`src/sv/mqrb_pkg.sv`:
```
// Shared types, codes and default sizes for the multi-queue ring buffer.
package mqrb_pkg;

	// Default build sizes
	localparam int NUM_QUEUES_DEF = 32;
	localparam int MAX_DEPTH_DEF  = 128;
	localparam int DATA_WIDTH_DEF = 64;

	// Depth after reset
	localparam int RESET_DEPTH = 8;

	// Request kinds
	localparam logic REQ_ENQ = 1'b0;
	localparam logic REQ_DEQ = 1'b1;

	// Result status codes
	localparam logic [1:0] ST_DONE  = 2'd0;
	localparam logic [1:0] ST_FULL  = 2'd1;
	localparam logic [1:0] ST_EMPTY = 2'd2;

	typedef struct packed {
		logic        req_type;
		logic [4:0]  queue_index;
		logic [63:0] entry_data;
	} req_t;

	typedef struct packed {
		logic [1:0]  status;
		logic [63:0] read_data;
		logic [7:0]  occupancy;
	} rsp_t;

	typedef enum logic [1:0] {
		S_IDLE,
		S_EXEC,
		S_READ
	} state_t;

	// Controller to datapath
	typedef struct packed {
		logic cap_req;    // capture the accepted request
		logic exec;       // update pointers, access the slot memory
		logic load_fast;  // load the result register from the update path
		logic load_read;  // load the result register from the memory read
	} cmd_t;

	// Datapath to controller
	typedef struct packed {
		logic deq_hit;    // captured request is a dequeue that will read a slot
	} dp_stat_t;

endpackage

```
`src/sv/mqrb_ctrl.sv`:
```
// Sequencing controller for the multi-queue ring buffer.
module mqrb_ctrl (
	input  logic              clk,
	input  logic              arst_n,
	input  logic              req_valid,
	output logic              req_stall,
	output logic              rsp_valid,
	input  logic              rsp_stall,
	input  mqrb_pkg::dp_stat_t stat,
	output mqrb_pkg::cmd_t    cmd
);
	import mqrb_pkg::*;

	state_t state_q, state_d;
	logic   rsp_valid_q;
	logic   out_free;

	assign out_free  = !rsp_valid_q || !rsp_stall;
	assign req_stall = (state_q != S_IDLE);
	assign rsp_valid = rsp_valid_q;

	always_ff @(posedge clk or negedge arst_n) begin
		if (!arst_n) begin
			state_q <= S_IDLE;
		end else begin
			state_q <= state_d;
		end
	end

	always_comb begin
		state_d = state_q;
		cmd     = '0;
		unique case (state_q)
			S_IDLE: begin
				if (req_valid) begin
					cmd.cap_req = 1'b1;
					state_d     = S_EXEC;
				end
			end
			S_EXEC: begin
				if (stat.deq_hit) begin
					cmd.exec = 1'b1;
					state_d  = S_READ;
				end else if (out_free) begin
					cmd.exec      = 1'b1;
					cmd.load_fast = 1'b1;
					state_d       = S_IDLE;
				end
			end
			S_READ: begin
				if (out_free) begin
					cmd.load_read = 1'b1;
					state_d       = S_IDLE;
				end
			end
			default: state_d = S_IDLE;
		endcase
	end

	// Hold the result until taken; raise when a new result loads.
	always_ff @(posedge clk or negedge arst_n) begin
		if (!arst_n) begin
			rsp_valid_q <= 1'b0;
		end else if (cmd.load_fast || cmd.load_read) begin
			rsp_valid_q <= 1'b1;
		end else if (!rsp_stall) begin
			rsp_valid_q <= 1'b0;
		end
	end

endmodule

```
`config.mk`:
```
export PLATFORM = sky130hd
export DESIGN_NAME = mqrb_ctrl
export DESIGN_NICKNAME = d
export VERILOG_FILES = /design/src/sv/mqrb_pkg.sv /design/src/sv/mqrb_ctrl.sv
export SDC_FILE = /design/constraint.sdc
export NUM_CORES = 1
export LEC_CHECK = 0
export BUFFER_PORTS_ARGS = -buffer_cell sky130_fd_sc_hd__buf_2
export CORE_AREA = 5 5 42 44
export CTS_CLUSTER_DIAMETER = 200
export DETAILED_ROUTE_END_ITERATION = 7
export DIE_AREA = 0 0 47 49
export PLACE_DENSITY = 0.35
export SKIP_CTS_REPAIR_TIMING = 1
export SYNTH_ARGS = -nofsm -noshare
export SYNTH_HDL_FRONTEND = slang
export SYNTH_SLANG_ARGS = --single-unit
```
`constraint.sdc`:
```
create_clock -name clk -period 1.05 [get_ports clk]
set_input_delay 0.105 -clock clk [delete_from_list [all_inputs] [get_ports clk]]
set_output_delay 0.105 -clock clk [all_outputs]
set_load 0.01 [all_outputs]
```
* Word-level counts from Yosys, hierarchy flattened
Cells that the tools add are included.
Cells by class: $add $sub $neg 0, multiply operators 0, divide/modulo/power cells 0, order comparisons 0, equality and inequality tests 4, shift operators 0, mux-type cells 14, bitwise operators 0, reduce and logical (&&, ||, !) cells 6
Operators with widths (number):
- 2-to-1 mux 2 bit | 5
- 2-to-1 mux 1 bit | 8
- case mux 2 bit (3 select lines) | 1
- == test 2 x 1 -> 1 bit, second input constant | 1
- == test 2 bit, second input constant | 1
- logical NOT 1 bit | 2
- logical NOT 2 bit | 1
- logical OR 1 bit | 2
- inequality test 2 x 1 -> 1 bit, second input constant | 1
- inequality test 2 bit, second input constant | 1
- nonzero test 2 bit | 1
Storage, ports and cells: register bits after elaboration 3, bits in latches 0, memory bits (writable) 0, ROM bits 0, input port bits 5, output and inout port bits 6, logic and storage cells 26, memories 0

* Depth between registers and ports, before layout
Gate-level depths: netlist of the first run.
depth in word-level cells 7, mapped depth 2, gate-level depth less buffers 2

* Worst setup path after synthesis of the first run
OpenSTA, ideal clock, no wires.
path type register to output, start point register state_q[0], end point output port cmd[3] in the netlist's numbering, arrival time 0.845 ns, data required time 0.945 ns, setup slack 0.100 ns, stages on the path, launching flop included 3, buffers on the path 0, cells stage by stage dfrtp_1 -> or2_1 -> nor2_1
RTL lines:
- start, declared | line mqrb_ctrl.sv:14 | state_t state_q, state_d;
- start signal, assigned | line mqrb_ctrl.sv:26 | state_q <= state_d;
- end, declared | line mqrb_ctrl.sv:10 | output mqrb_pkg::cmd_t cmd

==> results by group, run 1 <==
Place
  • Buffers on Ports: 10
  • Dpl cells: 44
  • Final weighted congestion in routability-driven placement: approximately 0.72
  • Placed Area: ~240 µm²

Run status
  • Failing checks: negative setup slack
  • Outcome: finished with violations

Synthesis
  • Synth cell types: 13
  • Synth Cell Area: 172.7 µm²
  • Syn_nets: 23
  • Seq/Total Area, Yosys: a little over two fifths
  • Synth area leader: dfrtp_1
  • Syn avg cell area: between 9 and 10 µm²
  • Cell count after synthesis: 18
  • Synthesis-stage register bit count: 3
  • Yosys warns: 0
  • Post-synth top area share: between 40% and 50%
  • Synth area leaders: dfrtp_1 43%, nand2b_1 11%, nor3b_2 7.2%

Floorplanning
  • # rows: 14
  • Core area: between 0.001 and 0.0015 mm²
  • Ports: 11
  • Total die area: between 0.002 and 0.0025 mm²
  • Vert. Die Dim: about 50 µm
  • Initial core utilization: about 12%
  • Die width: approximately 47 µm

Power and ir drop
  • Logic pwr share: 35.5%
  • Switching part of the total power: between 30% and 40%
  • Leakage Power: around 0.15 nW
  • Sw power: roughly 0.19 mW
  • Clk pwr share: between 30 and 40%
  • Pwr Density: roughly 1800 mW/mm²
  • Peak supply drop: about 380 µV
  • Int Pwr: about 0.39 mW
  • Sequential power share: approximately 30%

Layout
  • Design area: 317.8 µm²
  • Area occupied by registers: slightly below 80 µm²
  • Nets@finish: 41
  • Filler cell count: 165
  • P&R area growth vs syn: 84.06%
  • Layout cells sized above 1: around 63%
  • Multi-input gate area: ~120 µm²
  • ANT cells: 0
  • Post-route insts no fill: roughly 50

STA
  • Measured slew at the worst slew-check pin: approximately 0.17 ns
  • Layout Skew: between 0.0015 and 0.002 ns
  • RSZ-0062 raised after global routing: true
  • Tmin final: roughly 1.2 ns
  • # setup viols final: 5
  • Max frequency: 0.8265 GHz
  • Max-slew headroom at the worst pin: around nine tenths
  • Final Hold Fails: 0
  • Setup TNS: -0.6521 ns
  • Slew Viols, Final: 0
  • Worst setup margin: -0.1599 ns
  • Crit share post-route: 115.2%

GRT
  • Antenna violations before repair: 0
  • Maximum number of pins on one net before global-route repair: 7
  • Vias in the first global route: roughly 220
  • Global-route wire length before repair: ~840 µm
  • Gr ovfl total: 0
  • Total GRT Usage: roughly 5.4%

Route
  • Max layer used: met4
  • WL met1: ~250 µm
  • WL met2: 213 µm
  • Pre-antenna DRT Iters: 1
  • Post-route ant nets: 0
  • Met3 WL: roughly 97 µm
  • DRC viols: 0
  • First DRT Iteration DRCs: 0
  • Avg WL per Cell: around 11 µm
  • DR vias: 200
  • WL final: ~570 µm
  • Number of vias per cell: about 4

Clocking
  • CTS max path bufs: 2
  • Clock Sinks: 3
  • Root buf cell: clkbuf_4
  • CTS tree: done
  • CTS Buf Count: 3
  • Clock-pin slew on the worst setup and hold paths: roughly 0.040 ns
  • # H-tree levels: 1
  • Worst-Skew Late Latency: around 0.23 ns

Worst setup path
  • Endpoint type of the worst setup path: primary output
  • Nature of the critical path startpoint: register
  • Worst setup path category: register to primary output
  • R2R depth: 3
  • Arrival time at the worst endpoint: roughly 1.1 ns
  • WP data required: 0.94 ns
  • Crit-path max FO: 5

Min path
  • Cells on Worst Hold Path: 3
  • Hold Path Class: primary input to register

Flow run
  • MaxCap Viol Count: 0
layer usage:
layer	vias to the layer above	track usage, %
met2	13	5.656
met5	-	0
li1	98	-
met4	0	5.530
met3	2	3.690
met1	87	6.652
cell usage after synthesis:
| cell | instances |
|---|---|
| a21oi_1 | 2 |
| dfrtp_1 | 3 |
| inv_1 | 1 |
| nand2_1 | 1 |
| nand2b_1 | 3 |
| nand4b_1 | 1 |
| nor2_1 | 1 |
| nor2b_1 | 1 |
| nor3b_2 | 1 |
| o211ai_1 | 1 |
| o21a_1 | 1 |
| o2bb2ai_1 | 1 |
| or2_1 | 1 |
layout make-up:
class / instances / share of cell area, %
multi-input cells: 14 / 36.22
flip-flops and latches: 3 / 24.41
repair buffers: 13 / 23.62
clock buffers: 4 / 8.268
well taps: 16 / 6.299
inverters: 1 / 1.181
sequential cells by signal, indices dropped and copies added, names as in the netlist:
register / count
rsp_valid: 1
state_q: 2
power by group through the flow:
| stage | clock network [mW] | logic [mW] | registers (mW) |
|---|---|---|---|
| 3_5_place_dp | 0 | 0.160 | 0.170 |
| 6_report | 0.201 | 0.207 | 0.176 |
| 4_1_cts | 0.214 | 0.160 | 0.168 |
| 2_1_floorplan | 0 | 0.0879 | 0.167 |
| 5_1_grt | 0.213 | 0.227 | 0.178 |
| 3_3_place_gp | 0 | 0.156 | 0.168 |
placed cells by master (no fill, tap or decap):
master,instances
a21oi_1,1
a21oi_2,1
buf_2,10
buf_4,2
clkbuf_1,1
clkbuf_4,3
dfrtp_1,1
dfrtp_2,2
dlygate4sd3_1,1
inv_1,1
nand2_2,1
nand2b_1,1
nand2b_4,2
nand4b_1,1
nor2_1,1
nor2b_1,1
nor3b_2,1
o211ai_1,1
o21a_1,1
o2bb2ai_1,1
or2_1,1
stage by stage:
| stage | hold slack, ns | setup slack (ns) | utilization (%) | total power, mW |
|---|---|---|---|---|
| after detailed placement | -0.09881 | 0.04666 | 17.32 | 0.3294 |
| after floorplan | -0.1906 | 0.09995 | - | 0.2550 |
| after CTS | -0.3498 | -0.2135 | 19.20 | 0.5428 |
| after global placement | -0.1006 | 0.07671 | 17.32 | 0.3238 |
| final | 0.1424 | -0.1599 | 22.68 | 0.5839 |
| after global routing | 0.1617 | -0.2353 | 22.68 | 0.6186 |
cell families after synthesis:
group                  synth area share, %
flip-flops                           43.48
buffers and inverters                2.172
AO/OA/AOI/OAI                        19.57
AND/OR/NAND/NOR                      34.78
final timing paths:
path | start | end | slack [ns]
worst min-delay path | req_valid | state_q[0] | 0.14
min in group asynchronous | arst_n | rsp_valid | 0.20
worst min register to register | state_q[1] | state_q[0] | 0.60
max in group asynchronous | arst_n | state_q[0] | 0.73
worst max register to register | state_q[0] | state_q[0] | 0.19
worst max-delay path | state_q[0] | cmd[1] | -0.16
critical path, stage by stage (launching register included):
cell      delay [ns]
dfrtp_2         0.39
buf_4           0.14
nand2b_4        0.05
nor3b_2         0.14
buf_2           0.15
Power figures use the tool's default switching activity.
==> inputs of run 2 (changes only) <==
--- a/config.mk
+++ b/config.mk
@@ -7,6 +7,7 @@
 export LEC_CHECK = 0
 export BUFFER_PORTS_ARGS = -buffer_cell sky130_fd_sc_hd__buf_2
 export CORE_AREA = 5 5 42 44
+export CTS_BUF_LIST = sky130_fd_sc_hd__clkbuf_4
 export CTS_CLUSTER_DIAMETER = 200
 export DETAILED_ROUTE_END_ITERATION = 7
 export DIE_AREA = 0 0 47 49
==> run 2 against run 1 <==
Against the previous run:
- the flow still finishes with violations (negative setup slack)
- cell count is the same
- largest cell class unchanged
- total power grew 4.7%
- utilization grew 0.27 points
- setup slack lost 0.0039 ns
- sequential share of layout area shrank 0.28 points
- flip-flop and latch count is the same
- clock skew shrank 0.0016 ns
- highest routed layer unchanged
- maximum frequency shrank 0.32%
- largest power group is now clock
- count of clock-buffer cells in the layout is the same
- routed wire length grew 0.18%
- global-route usage grew 0.21 points
- critical path depth is the same
==> results by group, run 2 (synthesis results as in run 1) <==
Layout
  • ANT cells: 0
  • Filler cell count: ~160
  • Biggest register: state_q
  • Largest register FFs: 2
  • Core Util, Final: approximately 23%
  • P&R area growth vs syn: 86.23%
  • Nets@finish: 41
  • Design area: 321.6 µm²
  • Most frequent cells in the layout: 10 x buf_2, 4 x clkbuf_4, 2 x nand2b_4, 2 x buf_4, 2 x dfrtp_2
  • Layout cells sized above 1: around 66%
  • Most common cell after layout, fill and taps aside: buf_2

STA
  • Final Hold Fails: 0
  • Max-slew headroom at the worst pin: just under 90%
  • Hold WS: between 0.1 and 0.15 ns
  • Slew Viols, Final: 0
  • Worst setup margin: -0.1638 ns
  • RSZ-0062 raised after global routing: true
  • # setup viols final: 5
  • Layout Skew: approximately 0.00033 ns
  • Tmin final: approximately 1.2 ns
  • Max frequency: 0.8239 GHz
  • Crit share post-route: 115.6%
  • Measured slew at the worst slew-check pin: ~0.17 ns
  • Setup TNS: -0.6730 ns

Clocking
  • CTS max path bufs: 2
  • # H-tree levels: 1
  • Clock Sinks: 3
  • Root buf cell: clkbuf_4
  • CTS Buf Count: 3
  • Clock-pin slew on the worst setup and hold paths: 0.04 ns
  • Worst-Skew Late Latency: 0.23 ns
  • CTS tree: done

Flow run
  • MaxCap Viol Count: 0

Place
  • Buffers on Ports: 10
  • Final weighted congestion in routability-driven placement: 0.7209
  • Placed Area: about 240 µm²

Power and ir drop
  • Total power: approximately 0.6 mW
  • Pwr Density: 1901 mW/mm²
  • Peak supply drop: around 380 µV
  • Leakage Power: between 0.15 and 0.2 nW

Route
  • WL final: 568 µm
  • DR vias: roughly 200
  • Pre-antenna DRT Iters: 1
  • Post-route ant nets: 0
  • Number of vias per cell: ~4.0
  • Avg WL per Cell: roughly 11 µm
  • First DRT Iteration DRCs: 0
  • DRC viols: 0

Min path
  • Hold Path Class: primary input to register

Floorplanning
  • Die width: 47 µm
  • Vert. Die Dim: about 49 µm
  • Ports: 11
  • Initial core utilization: between 10% and 20%
  • Total die area: around 0.0023 mm²
  • # rows: 14
  • Core area: between 0.001 and 0.0015 mm²

GRT
  • Maximum number of pins on one net before global-route repair: 7
  • Antenna violations before repair: 0
  • Vias in the first global route: 218
  • Global-route wire length before repair: between 800 and 900 µm
  • Gr ovfl total: 0
  • Total GRT Usage: approximately 5.6%

Worst setup path
  • Slowest-stage cell, CP: dfrtp_2
  • WP data required: 0.94 ns
  • Crit-path max cell delay: 0.39 ns
  • Crit-path cells: buf_4 > nand2b_4 > nor3b_2 > buf_2
  • Arrival time at the worst endpoint: 1.11 ns
  • Endpoint type of the worst setup path: primary output
  • Crit-path max FO: 5
  • Worst setup path category: register to primary output
  • Nature of the critical path startpoint: register

Run status
  • Failing checks: negative setup slack
  • Outcome: finished with violations
[run 2: final timing paths]
path,slack (ns),cells past startpoint,end,startpoint
setup / recovery,-0.16,4,cmd[1],state_q[0]
hold / removal,0.14,3,state_q[0],req_valid
setup reg to reg,0.19,3,state_q[0],state_q[0]
hold reg to reg,0.60,2,state_q[0],state_q[1]
max in group asynchronous,0.74,2,state_q[0],arst_n
min in group asynchronous,0.20,2,rsp_valid,arst_n
[run 2: worst max-delay path: cells and delay by family (launching register included)]
kind	cells	cell delay, ns
DFF	1	0.39
buffers and inverters	2	0.29
and+or+nand+nor	2	0.19
[run 2: where the power goes]
group | switching [mW] | leakage (nW) | total, mW | internal, mW
combinational | 0.0983 | 0.100 | 0.207 | 0.108
clock | 0.0609 | 0.0184 | 0.229 | 0.168
sequential | 0.0331 | 0.0356 | 0.175 | 0.142
total | 0.192 | 0.154 | 0.611 | 0.419
[run 2: per-layer routing]
layer | vias up | track usage, % | part of all wire (%)
met5 | - | 0 | 0
met1 | 87 | 6.652 | 43
met3 | 4 | 3.690 | 17
met4 | 0 | 6.912 | 4.8
met2 | 15 | 5.656 | 35
li1 | 98 | - | -
[run 2: layout make-up]
| cell class | count | area [µm²] | area share (%) |
|---|---|---|---|
| tap | 16 | 20.02 | 6.226 |
| clock buffer | 4 | 30.03 | 9.339 |
| multi-input combinational | 14 | 115.1 | 35.80 |
| sequential | 3 | 77.57 | 24.12 |
| inverter | 1 | 3.754 | 1.167 |
| timing repair buffer | 13 | 75.07 | 23.35 |
[run 2: per-stage QoR]
stage          setup slack (ns)  instances
6_report                -0.1638         51
5_1_grt                 -0.2381         51
4_1_cts                 -0.2160         48
3_5_place_dp            0.04666         44
3_3_place_gp            0.07671         44
2_1_floorplan           0.09995         18
==> inputs of run 3 (changes only) <==
--- a/config.mk
+++ b/config.mk
@@ -5,12 +5,13 @@
 export SDC_FILE = /design/constraint.sdc
 export NUM_CORES = 1
 export LEC_CHECK = 0
+export ABC_AREA = 1
 export BUFFER_PORTS_ARGS = -buffer_cell sky130_fd_sc_hd__buf_2
-export CORE_AREA = 5 5 42 44
+export CORE_AREA = 2 2 39 41
 export CTS_BUF_LIST = sky130_fd_sc_hd__clkbuf_4
 export CTS_CLUSTER_DIAMETER = 200
 export DETAILED_ROUTE_END_ITERATION = 7
-export DIE_AREA = 0 0 47 49
+export DIE_AREA = 0 0 41 43
 export PLACE_DENSITY = 0.35
 export SKIP_CTS_REPAIR_TIMING = 1
 export SYNTH_ARGS = -nofsm -noshare
==> run 3 against run 2 <==
Against the previous run:
- the run still ends with negative setup slack left
- via count down 8.3%
- final area down 9.3%
- clock skew up 0.00094 ns
- first-iteration DRC count up 7
- sequential power down 10%
- critical endpoint unchanged
- highest routed layer is now met3
==> results by group, run 3 <==
Run status
  • Outcome: finished with violations
  • Failing checks: negative setup slack

Synthesis
  • Top cells by count, synth: 7 x nand2_1, 4 x inv_1, 3 x dfrtp_1, 3 x nand3_1, 2 x nor2_1
  • Post-synth EDFFs: 0
  • Syn avg cell area: roughly 7.3 µm²
  • Synth cell types: 9
  • Seq/Total Area, Yosys: approximately 44%
  • Synthesis-stage register bit count: 3
  • Cell count after synthesis: 23
  • Syn_nets: 28
  • Synth area leaders: dfrtp_1 44%, nand2_1 16%, nand3_1 8.9%
  • Yosys warns: 0
  • Synth area leader: dfrtp_1
  • Ys async rst share: 100.0%
  • Synth Cell Area: ~170 µm²
  • Dominant synthesized flop cell: dfrtp_1
  • Top-count cell post-synth: nand2_1
  • Post-synth top area share: approximately 44%

Layout
  • Nets@finish: between 40 and 50
  • Core Util, Final: between 20% and 30%
  • P&R area growth vs syn: 72.59%
  • Design area: about 290 µm²
  • Most common cell after layout, fill and taps aside: buf_2
  • Biggest register: state_q
  • Most frequent cells in the layout: 10 x buf_2, 5 x nand2_1, 4 x inv_1, 4 x clkbuf_4
  • Largest register FFs: 2
  • Post-route insts no fill: 55
  • ANT cells: 0
  • Layout cells sized above 1: 53.85%

GRT
  • Global-route wire length before repair: around 660 µm
  • Gr ovfl total: 0
  • Total GRT Usage: under 10%
  • Vias in the first global route: about 170
  • Antenna violations before repair: 0
  • Maximum number of pins on one net before global-route repair: 5

Worst setup path
  • Worst setup path category: register to primary output
  • Nature of the critical path startpoint: register
  • Crit-path max FO: 4
  • RR Startpoint: state_q[1]
  • Arrival time at the worst endpoint: approximately 1.1 ns
  • WP data required: ~0.94 ns
  • Endpoint type of the worst setup path: primary output
  • CP startpoint: state_q[1]

Clocking
  • CTS max path bufs: 2
  • Root buf cell: clkbuf_4
  • Worst-Skew Late Latency: ~0.23 ns
  • Clock-pin slew on the worst setup and hold paths: around 0.03 ns
  • # H-tree levels: 1
  • CTS Buf Count: 3
  • Clock Sinks: 3
  • CTS tree: done

Power and ir drop
  • Leakage Power: around 0.18 nW
  • Total power: between 0.5 and 0.6 mW
  • Pwr Density: 1982 mW/mm²
  • Peak supply drop: around 750 µV

STA
  • Max-slew headroom at the worst pin: 90.06%
  • Slew Viols, Final: 0
  • Crit share post-route: 111.1%
  • RSZ-0062 raised after global routing: true
  • Worst setup margin: -0.1160 ns
  • # setup viols final: 4
  • Final Hold Fails: 0
  • Max frequency: 0.8576 GHz
  • Tmin final: 1.166 ns
  • Setup TNS: -0.3367 ns
  • Measured slew at the worst slew-check pin: 0.1491 ns
  • Hold WS: between 0.09 and 0.1 ns
  • Layout Skew: between 0.001 and 0.0015 ns

Route
  • DRC viols: 0
  • First DRT Iteration DRCs: 7
  • Pre-antenna DRT Iters: 4
  • DR vias: ~190
  • Number of vias per cell: about 3.4
  • Avg WL per Cell: 7.345 µm
  • WL final: 404 µm
  • Post-route ant nets: 0

Floorplanning
  • Core area: roughly 0.0014 mm²
  • Initial core utilization: around an eighth
  • Die width: about 41 µm
  • # rows: 14
  • Ports: 11
  • Total die area: 0.001763 mm²
  • Vert. Die Dim: 43 µm

Min path
  • Hold Path Class: primary input to register
  • Hold_sp: stat

Place
  • DP Worst Slack: about 0.12 ns
  • DP HPWL: 316.9 µm
  • Buffers on Ports: 10
  • Dpl cells: 49
  • Placed Area: between 200 and 250 µm²
  • Final weighted congestion in routability-driven placement: ~0.63

Flow run
  • MaxCap Viol Count: 0
[run 3: cell types whose count changed after synthesis, sizes merged, moves of 2 or more]
cell / previous run / this run
nor2: 1 / 3
inv: 1 / 5
nand2: 1 / 8
nand2b: 3 / 0
nand3: 0 / 3
a21oi: 2 / 0
[run 3: critical path: stages, from the launching register on]
cell and delay [ns]:
dfrtp_1 0.41, nor2_4 0.14, nand2_2 0.07, nor2_1 0.09
buf_2 0.13
[run 3: area by class of cell]
type | count | area (µm²)
Fill cell | 156 | 1092
Multi-Input combinational cell | 15 | 80.08
Sequential cell | 3 | 75.07
Timing Repair Buffer | 12 | 67.56
Clock buffer | 4 | 30.03
Tap cell | 16 | 20.02
Inverter | 5 | 18.77
[run 3: power breakdown]
| group | leakage (nW) | internal [mW] | switching, mW |
|---|---|---|---|
| logic | 0.121 | 0.0800 | 0.112 |
| registers | 0.0383 | 0.141 | 0.0162 |
| clock network | 0.0184 | 0.168 | 0.0603 |
| total | 0.178 | 0.389 | 0.189 |
[run 3: path summary, 6_finish.rpt]
path,depth (start not counted),end,slack (ns)
max in group asynchronous,2,state_q[1],0.75
min in group asynchronous,2,state_q[0],0.20
max,4,cmd[1],-0.12
max reg2reg,4,rsp_valid,0.19
min reg2reg,2,rsp_valid,0.54
min,3,state_q[1],0.1
[run 3: cells by family (layout without fill, tap and decap cells)]
group                  count (synthesis)  in the layout  share of synthesized area [%]
AO/OA/AOI/OAI                          1              1                          5.186
buffers and inverters                  5             21                          11.11
flip-flops                             3              3                          44.44
AND/OR/NAND/NOR                       14             14                          39.26
[run 3: per-layer routing]
metal	vias to the layer above	share of wire, %	wire, µm	GRT usage [%]
li1	100	-	-	-
met1	78	50	203	7.742
met2	9	36	147	6.250
met3	0	13	52	8.377
met4	0	0	0	2.000
met5	-	0	0	0
